$ cat config.mk
export PLATFORM = sky130hd
export DESIGN_NAME = multi_channel_presence_qualifier
export DESIGN_NICKNAME = d
export VERILOG_FILES = /design/src/hw/rtl/mcpq_pkg.sv /design/src/hw/rtl/multi_channel_presence_qualifier.sv
export SDC_FILE = /design/constraint.sdc
export NUM_CORES = 2
export LEC_CHECK = 0
export BUFFER_PORTS_ARGS = -buffer_cell sky130_fd_sc_hd__clkbuf_2
export CAP_MARGIN = 20
export CORE_MARGIN = 5
export CORE_UTILIZATION = 46
export CTS_CLUSTER_DIAMETER = 30
export DETAILED_ROUTE_END_ITERATION = 6
export REMOVE_ABC_BUFFERS = 1
export SKIP_CTS_REPAIR_TIMING = 1
export SLEW_MARGIN = 0
export SYNTH_ARGS = -nofsm -noshare
export SYNTH_HDL_FRONTEND = slang
export SYNTH_SLANG_ARGS = --single-unit
$ cat constraint.sdc
create_clock -name aclk -period 7.2 [get_ports aclk]
set_clock_uncertainty 0.1 [all_clocks]
set_input_delay 1.08 -clock aclk [delete_from_list [all_inputs] [get_ports aclk]]
set_output_delay 1.08 -clock aclk [all_outputs]
set_load 0.05 [all_outputs]
$ cat src/hw/rtl/mcpq_pkg.sv
package mcpq_pkg;

    // Field widths fixed by the interface.
    localparam int MASK_W    = 4;
    localparam int TS_W      = 32;
    localparam int CFG_W     = 16;
    localparam int CFG_IDX_W = 2;

    typedef logic [MASK_W-1:0]    mask_t;
    typedef logic [TS_W-1:0]      stamp_t;
    typedef logic [CFG_W-1:0]     cfg_val_t;
    typedef logic [CFG_IDX_W-1:0] cfg_idx_t;

    // Signed time difference of two unsigned stamps, one bit wider so it never wraps.
    typedef logic signed [TS_W:0] gap_t;

    // Register indexes on the configuration port.
    localparam cfg_idx_t CFG_MERGE_GAP = 2'd0;
    localparam cfg_idx_t CFG_CONFIRM   = 2'd1;
    localparam cfg_idx_t CFG_HOLD      = 2'd2;

    // Register reset values in milliseconds.
    localparam cfg_val_t MERGE_GAP_RST = 16'd500;
    localparam cfg_val_t CONFIRM_RST   = 16'd2000;
    localparam cfg_val_t HOLD_RST      = 16'd3000;

    // Exact difference now - then, where both are unsigned stamps.
    function automatic gap_t stamp_diff(input stamp_t now, input stamp_t then);
        stamp_diff = $signed({1'b0, now}) - $signed({1'b0, then});
    endfunction

    // A register value widened to the signed difference type.
    function automatic gap_t cfg_as_gap(input cfg_val_t v);
        cfg_as_gap = $signed({{(TS_W + 1 - CFG_W){1'b0}}, v});
    endfunction

endpackage

$ cat src/hw/rtl/multi_channel_presence_qualifier.sv
// Multi-channel presence qualifier.
//
// Input channel (s_*): one transaction carries a detection mask, one bit per
// detector channel, and the current time in milliseconds. A zero mask is a
// pure query. Result channel (m_*): every input transaction yields exactly one
// result transaction with the mask of channels whose confirmed presence ended
// less than hold_time_ms ago. Configuration channel (cfg_*): writes the merge
// gap, confirm time and hold time registers; it is always ready, and writes
// are meant to happen only while no transaction is in flight.
//
// A transaction taken into the input register moves on into the result
// register and then shows on m_*. Throughput is one transaction per cycle
// while the receiver takes results: an input register feeds one pass of
// per-channel 33-bit subtract-and-compare logic into the result register.
// When the receiver stalls, the result register holds its value and the input
// register keeps one more transaction before s_ready drops.
// Reset (synchronous, active low) empties both stages, restores the register
// defaults and puts every channel's run start in the far past with run end
// and confirmed end at time zero.
module multi_channel_presence_qualifier #(
    parameter int CHANNELS = 4
) (
    input  logic                aclk,
    input  logic                aresetn,

    input  logic                s_valid,
    output logic                s_ready,
    input  mcpq_pkg::mask_t     s_detect_mask,
    input  mcpq_pkg::stamp_t    s_timestamp_ms,

    output logic                m_valid,
    input  logic                m_ready,
    output mcpq_pkg::mask_t     m_present_mask,

    input  logic                cfg_valid,
    output logic                cfg_ready,
    input  mcpq_pkg::cfg_idx_t  cfg_index,
    input  mcpq_pkg::cfg_val_t  cfg_wdata
);
    import mcpq_pkg::*;

    // Only channels that own a mask bit can ever change or be reported, so
    // only those get storage.
    localparam int LANES = (CHANNELS < MASK_W) ? CHANNELS : MASK_W;

    // Configuration registers.
    cfg_val_t merge_gap_reg;
    cfg_val_t confirm_reg;
    cfg_val_t hold_reg;

    assign cfg_ready = 1'b1;

    always_ff @(posedge aclk) begin
        if (!aresetn) begin
            merge_gap_reg <= MERGE_GAP_RST;
            confirm_reg   <= CONFIRM_RST;
            hold_reg      <= HOLD_RST;
        end else if (cfg_valid && cfg_ready) begin
            case (cfg_index)
                CFG_MERGE_GAP: merge_gap_reg <= cfg_wdata;
                CFG_CONFIRM:   confirm_reg   <= cfg_wdata;
                CFG_HOLD:      hold_reg      <= cfg_wdata;
                default: begin
                    // Unknown index: the write is dropped.
                end
            endcase
        end
    end

    // Pipeline control. The result stage frees up when it is empty or its
    // transaction is being taken; the input stage then moves into it.
    logic   in_vld_reg;
    mask_t  in_mask_reg;
    stamp_t in_ts_reg;
    logic   out_vld_reg;
    mask_t  present_reg;
    mask_t  present_next;
    logic   advance;
    logic   process;

    assign advance = !out_vld_reg || m_ready;
    assign process = in_vld_reg && advance;
    assign s_ready = !in_vld_reg || advance;

    always_ff @(posedge aclk) begin
        if (!aresetn) begin
            in_vld_reg  <= 1'b0;
            out_vld_reg <= 1'b0;
        end else begin
            if (s_ready) begin
                in_vld_reg <= s_valid;
            end
            if (advance) begin
                out_vld_reg <= in_vld_reg;
            end
        end
    end

    always_ff @(posedge aclk) begin
        if (s_valid && s_ready) begin
            in_mask_reg <= s_detect_mask;
            in_ts_reg   <= s_timestamp_ms;
        end
        if (process) begin
            present_reg <= present_next;
        end
    end

    assign m_valid        = out_vld_reg;
    assign m_present_mask = present_reg;

    // Per-channel run state. A run start that was never set by a detection is
    // the far-past reset value, held as a flag: from there any run is longer
    // than the largest confirm time.
    logic   start_far_reg  [LANES];
    stamp_t run_start_reg  [LANES];
    stamp_t run_end_reg    [LANES];
    stamp_t conf_end_reg   [LANES];
    logic   start_far_next [LANES];
    stamp_t run_start_next [LANES];
    stamp_t run_end_next   [LANES];
    stamp_t conf_end_next  [LANES];
    logic   confirm_hit    [LANES];

    always_comb begin
        present_next = '0;
        for (int k = 0; k < LANES; k++) begin
            logic hit;
            logic merge;
            logic long_run;
            logic in_hold;
            hit      = in_mask_reg[k];
            merge    = stamp_diff(in_ts_reg, run_end_reg[k]) < cfg_as_gap(merge_gap_reg);
            long_run = start_far_reg[k] ||
                       (stamp_diff(in_ts_reg, run_start_reg[k]) > cfg_as_gap(confirm_reg));
            in_hold  = stamp_diff(in_ts_reg, conf_end_reg[k]) < cfg_as_gap(hold_reg);

            start_far_next[k] = start_far_reg[k];
            run_start_next[k] = run_start_reg[k];
            run_end_next[k]   = run_end_reg[k];
            conf_end_next[k]  = conf_end_reg[k];
            confirm_hit[k]    = hit && merge && long_run;

            if (hit) begin
                run_end_next[k] = in_ts_reg;
                if (!merge) begin
                    start_far_next[k] = 1'b0;
                    run_start_next[k] = in_ts_reg;
                end
            end
            if (confirm_hit[k]) begin
                conf_end_next[k] = in_ts_reg;
            end

            // A channel confirmed by this very transaction ended now, so it
            // reports present for any nonzero hold time.
            present_next[k] = confirm_hit[k] ? (hold_reg != '0) : in_hold;
        end
    end

    always_ff @(posedge aclk) begin
        if (!aresetn) begin
            for (int k = 0; k < LANES; k++) begin
                start_far_reg[k] <= 1'b1;
                run_start_reg[k] <= '0;
                run_end_reg[k]   <= '0;
                conf_end_reg[k]  <= '0;
            end
        end else if (process) begin
            for (int k = 0; k < LANES; k++) begin
                start_far_reg[k] <= start_far_next[k];
                run_start_reg[k] <= run_start_next[k];
                run_end_reg[k]   <= run_end_next[k];
                conf_end_reg[k]  <= conf_end_next[k];
            end
        end
    end

`ifndef SYNTHESIS
    // A transaction waiting in the input stage is never overwritten.
    a_in_hold: assert property (@(posedge aclk) disable iff (!aresetn)
        in_vld_reg && !advance |=> in_vld_reg && $stable(in_ts_reg) && $stable(in_mask_reg))
        else $error("input stage lost a waiting transaction");

    // Every processed transaction lands in the result stage.
    a_proc_out: assert property (@(posedge aclk) disable iff (!aresetn)
        process |=> out_vld_reg)
        else $error("processed transaction produced no result");

    // Channel state changes only when a transaction is processed.
    a_state_quiet: assert property (@(posedge aclk) disable iff (!aresetn)
        !process |=> $stable(run_end_reg[0]) && $stable(conf_end_reg[0])
                     && $stable(start_far_reg[0]))
        else $error("channel state changed without a transaction");

    // A confirmation sets the confirmed end to the new run end.
    a_confirm: assert property (@(posedge aclk) disable iff (!aresetn)
        process && confirm_hit[0] |=> conf_end_reg[0] == run_end_reg[0])
        else $error("confirmed end differs from run end after confirmation");

    // A run start in the far past is only left by a new run.
    a_far_flag: assert property (@(posedge aclk) disable iff (!aresetn)
        $fell(start_far_reg[0]) |-> run_start_reg[0] == run_end_reg[0])
        else $error("run start left the far past without a new run");
`endif

endmodule

== After elaboration in Yosys (flattened, before gate mapping) ==
Memories as Yosys holds them, arrays and structs flattened.
Index checks and enable logic that the tools add are counted.
W data, S select, Z words.
Cells by class
  bitwise operators: 16
  reductions and logical operators: 23
  equal/unequal tests: 2
  $add $sub $neg: 12
  muxes and demuxes: 48
  magnitude comparators: 12
Operator list (number)
  $mux W32: 28
  $sub A32 B32 Y33: 12
  $lt A33 B17 Y1: 8
  $gt A33 B17 Y1: 4
  $mux W1: 20
  $or A1 B1 Y1: 16
  $reduce_bool A16 Y1: 1
  $logic_and A1 B1 Y1: 10
  $logic_or A1 B1 Y1: 6
  $reduce_and A2 Y1: 3
  $eq A2 B1 Y1 const B: 1
  $eq A2 B2 Y1 const B: 1
  $logic_not A1 Y1: 2
  $logic_not A2 Y1: 1
Storage, ports and cells
  memories: 4
  word-level logic and storage cells: 125
  output and inout port bits: 7
  bits in registers: 90
  RAM bits: 388
  input port bits: 59
Memories
  conf_end_reg: depth 4, width 32, rd ports 4, clocked after Yosys merged registers in 0, write ports 4, RTL line multi_channel_presence_qualifier.sv:118  | stamp_t conf_end_reg [LANES];
  run_end_reg: depth 4, width 32, rd ports 4, clocked after Yosys merged registers in 0, write ports 4, RTL line multi_channel_presence_qualifier.sv:117  | stamp_t run_end_reg [LANES];
  run_start_reg: depth 4, width 32, rd ports 4, clocked after Yosys merged registers in 0, write ports 4, RTL line multi_channel_presence_qualifier.sv:116  | stamp_t run_start_reg [LANES];
  start_far_reg: depth 4, width 1, rd ports 4, clocked after Yosys merged registers in 0, write ports 4, RTL line multi_channel_presence_qualifier.sv:115  | logic start_far_reg [LANES];

== Logic depth before layout (Yosys ltp) ==
  word-level depth: 7
  depth in mapped cells: 23

== Worst setup path after synthesis ==
Ideal clock, no wire load.
  kind: reg2reg
  start point: register, netlist name in_ts_reg[1]
  end point: memory conf_end_reg[1][0] (netlist bit), enable pin
  cell stages (with the launch flop): 19
  library setup time: 0.466 ns
  path buffers: 0
  arrival time: 6.859 ns
  data required time: 6.634 ns
  setup slack: -0.225 ns
  cell sequence: edfxtp_1 -> inv_1 -> fa_1 -> nand2b_1 -> a21oi_1 -> o21a_1 -> xor2_1 -> ha_1 -> a2111oi_0 -> o211ai_1 -> a2111oi_0 -> nor2_1 -> nor3_1 -> nand4_1 -> nor4_1 -> and4_1 -> a31oi_1 -> or3_1 -> o21ai_0
RTL lines (RTL line)
  to (decl): multi_channel_presence_qualifier.sv:118

==> summary.txt <==
Outcome
  • Status: finished clean

Synth
  • Seq/Total Area, Yosys: 33.4%
  • Compound-gate portion of the synthesized area: 22.7%
  • Ys flop type: edfxtp_1
  • EDFF count, synth: 428
  • XOR/XNOR share of the synthesized area: 4.85%
  • Syn Inst Count: 4645
  • Post-Synth Adder-Cell Area: 17.7%
  • Synth warnings: 0
  • Largest family of logic cells by synthesized area: compound AO/OA/AOI/OAI gates
  • FFs w/ async S/R, synth: 0%
  • Post-Syn Area: 41500 sq um
  • Post-synthesis mux area share: 0.977%
  • Count of cell types in the netlist: 98
  • Synth Register Bits: 478
  • Synthesized area per cell: 8.94 sq um
  • Post-Synth Simple-Gate Area: 14.4%

STA
  • Max Clk Rate: 151 MHz
  • RSZ-0062 raised after global routing: false
  • Worst Tran Pin Value: 1.05 ns
  • Setup TNS: 0 ns
  • Rel. slew slack: 28.2%
  • Crit path time final: 6.61 ns
  • Slew Viols, Final: 0
  • Setup violations, final: 0
  • Fin. Hold Viols: 0
  • Min Hold Slack: 0.353 ns
  • Setup WS post-layout: 0.593 ns
  • Crit share post-route: 91.8%

Critical path
  • CP required: 7.42 ns
  • Setup CP Type: flip-flop to flip-flop
  • CP Launch Type: flip-flop
  • RR Startpoint: in_ts_reg[0]
  • CP startpoint: in_ts_reg[0]
  • Crit Reg-Reg Endpoint: conf_end_reg[1][4]
  • Worst setup EP type: flip-flop
  • Reg2reg path depth: 24
  • Critical path peak fanout: 32
  • Reg2reg setup slack: 0.59 ns
  • CP Data Arrival Time: 6.83 ns

Global routing
  • Met2 usage: 46.2%
  • GRT overflow: 0
  • Largest net degree at the start of global routing: 41
  • Most used routing layer: met2
  • Met3 global-route usage: 4.53%
  • Met1 GRT Util: 37.2%
  • Initial antenna violation count: 7
  • Vias in the first global route: 35.6k
  • First-pass GRT wire length: 208000 um
  • Total track usage: 28.5%

Clock tree
  • Clock slew at reported path FFs: 0.04 ns
  • Clock sinks: 478
  • Clock Latency Late Sink: 0.72 ns
  • Number of H-tree levels: 4
  • Root buffer cell: clkbuf_16
  • Deepest clock path buffer count: 3
  • TritonCTS clock tree: done
  • Cts bufs inserted: 130

Final layout
  • Multi-input gate area: 25200 sq um
  • Fill count: 8273
  • Area Overhead vs Synth: 15.3%
  • FF+latch area: 13900 sq um
  • Post-layout nets: 5426
  • Share of cells above drive strength 1: 8.26%

Die
  • Row cnt: 110
  • Die width: 310 um
  • Initial Util: 46.3%
  • Placeable Area: 89700 sq um
  • # IOs: 66
  • DIE HEIGHT: 310 um
  • Die Footprint: 96300 sq um

Routing
  • Via count: 36.6k
  • DRC viols: 0
  • Drt pass-1 iters: 6
  • DR iter-0 viols: 3053
  • DR WL/cell: 23.2 um
  • Antenna viol nets, final: 0
  • Final wirelength: 141000 um
  • Via density: 6.03

Placement
  • Post-DP HPWL: 107000 um
  • Routability Congestion: 0.945
  • Dpl ws: 0.762 ns
  • PortBufs: 64

Min path
  • Min-Delay Startpoint: merge_gap_reg[11]
  • HP Class: flip-flop to flip-flop
  • Worst Hold Depth: 2
  • Hold Crit Endpoint: merge_gap_reg[11]

Pwr
  • Internal: 8410 uW
  • Flop pwr share: 26.7%
  • Comb pwr share: 26.6%
  • Sw frac: 31.8%
  • Static Leak: 0.0203 uW
  • Pwr per Cell Area: 258 nW/um^2
  • Clk pwr share: 46.7%
  • Switching pwr: 3930 uW
  • VDD IR-drop max: 0.000305 V

Flow run
  • Max-Cap Viols: 0
[through the flow]
stage | util, % | power [uW] | instances | area, sq um
after detailed placement | 48.3 | 6550 | 5829 | 43400
after floorplan | - | 5620 | 4529 | 41100
after global routing | 53.3 | 12900 | 6068 | 47800
after global placement | 48.3 | 6530 | 5829 | 43400
final | 53.3 | 12300 | 6069 | 47800
after CTS | 53.2 | 12400 | 6066 | 47800
[synthesized netlist by cell type, types with 25 or more instances]
master       n  share of area, %
a31oi_1     54              0.81
nor3_1      69              0.83
nor2b_1     67               1.0
o211ai_1    61               1.1
and3_1      90               1.4
a21o_1     136               2.5
dfxtp_1     50               2.4
a2111oi_0   25              0.53
xnor2_1    156               3.3
xor2_1      74               1.6
nand2b_1    55              0.83
inv_1      545               4.9
o21a_1      89               1.6
o31ai_1     28              0.51
nand4_1     87               1.3
edfxtp_1   428                31
o21bai_1    33              0.60
nand3_1     77              0.93
o2111ai_1   33              0.70
nor2_1     267               2.4
o21ai_0    271               3.3
nor4_1      35              0.53
a21oi_1    426               5.1
mux2i_1     27              0.65
o31a_1      25              0.53
nand2_1    363               3.3
clkbuf_1   111               1.0
a211oi_1    47              0.85
ha_1       568                17
[area by class of cell]
| type | count | area share (%) |
|---|---|---|
| Antenna cell | 1 | 0.00523 |
| Clock buffer | 152 | 7.34 |
| Clock inverter | 85 | 1.88 |
| Inverter | 545 | 4.28 |
| Multi-Input combinational cell | 3506 | 52.7 |
| Sequential cell | 478 | 29.0 |
| Tap cell | 1176 | 3.08 |
| Timing Repair Buffer | 126 | 1.76 |
[worst max-delay path, stage by stage, from the launching register on]
cell	delay (ns)
edfxtp_1	0.35
inv_1	0.48
ha_1	0.30
nor2b_1	0.07
o31a_1	0.28
o21a_1	0.18
nor2_1	0.16
nor2b_1	0.07
o21ai_0	0.16
nand2b_1	0.08
xor2_1	0.15
ha_1	0.21
a2111oi_0	0.45
o211ai_1	0.18
a2111oi_0	0.49
buf_4	0.21
nor2_1	0.10
nor3_1	0.23
nand4_1	0.12
nor4_1	0.26
and4_1	0.22
a31oi_1	0.15
or3_1	0.54
o21ai_4	0.16
buf_4	0.45
[power groups by stage]
stage | Combinational (uW) | Clock (uW) | Sequential (uW)
floorplan | 2300 | 0 | 3320
global placement | 3200 | 0 | 3330
detailed placement | 3210 | 0 | 3340
CTS | 3240 | 5840 | 3290
global route | 3620 | 6000 | 3300
finish | 3280 | 5770 | 3290
[metal layers]
layer	share of wire [%]	vias to the layer above
met5	0	-
met4	5.4	0
met3	6.5	353
met2	45	1269
met1	43	17500
li1	-	17500
[cells in the final DEF, fill, tap and decap left out, types with 27 or more instances in the layout]
cell type  count
a21oi_1      426
nor3_1        69
nor2_1       267
o31ai_1       28
nand3_1       77
and3_1        90
nor4_1        35
a31oi_1       54
buf_4         60
ha_1         568
nand2b_1      55
o211ai_1      61
dfxtp_1       50
a211oi_1      47
o21bai_1      33
o21a_1        89
inv_1        544
o21ai_0      269
clkbuf_16    135
edfxtp_1     428
nand4_1       87
mux2i_1       27
nor2b_1       67
nand2_1      363
o2111ai_1     33
clkbuf_2      63
xor2_1        74
a21o_1       136
xnor2_1      156
[cell families after synthesis]
group / count (synthesis)
DFF: 478
adders and majority gates: 580
AOI/OAI and AO/OA: 1434
and+or+nand+nor: 1222
xor gates and xnor gates: 230
muxes: 39
buffers and inverters: 661
other: 1
[worst max-delay path by stage]
stage,cells after the start,endpoint,slack (ns)
floorplan,18,conf_end_reg[1][0],-0.22
global placement,22,conf_end_reg[0][0],0.84
global route,24,conf_end_reg[1][4],0.18
detailed placement,22,conf_end_reg[0][2],0.76
finish,24,conf_end_reg[1][4],0.59
CTS,22,conf_end_reg[0][5],0.72
Power figures use the tool's default switching activity.
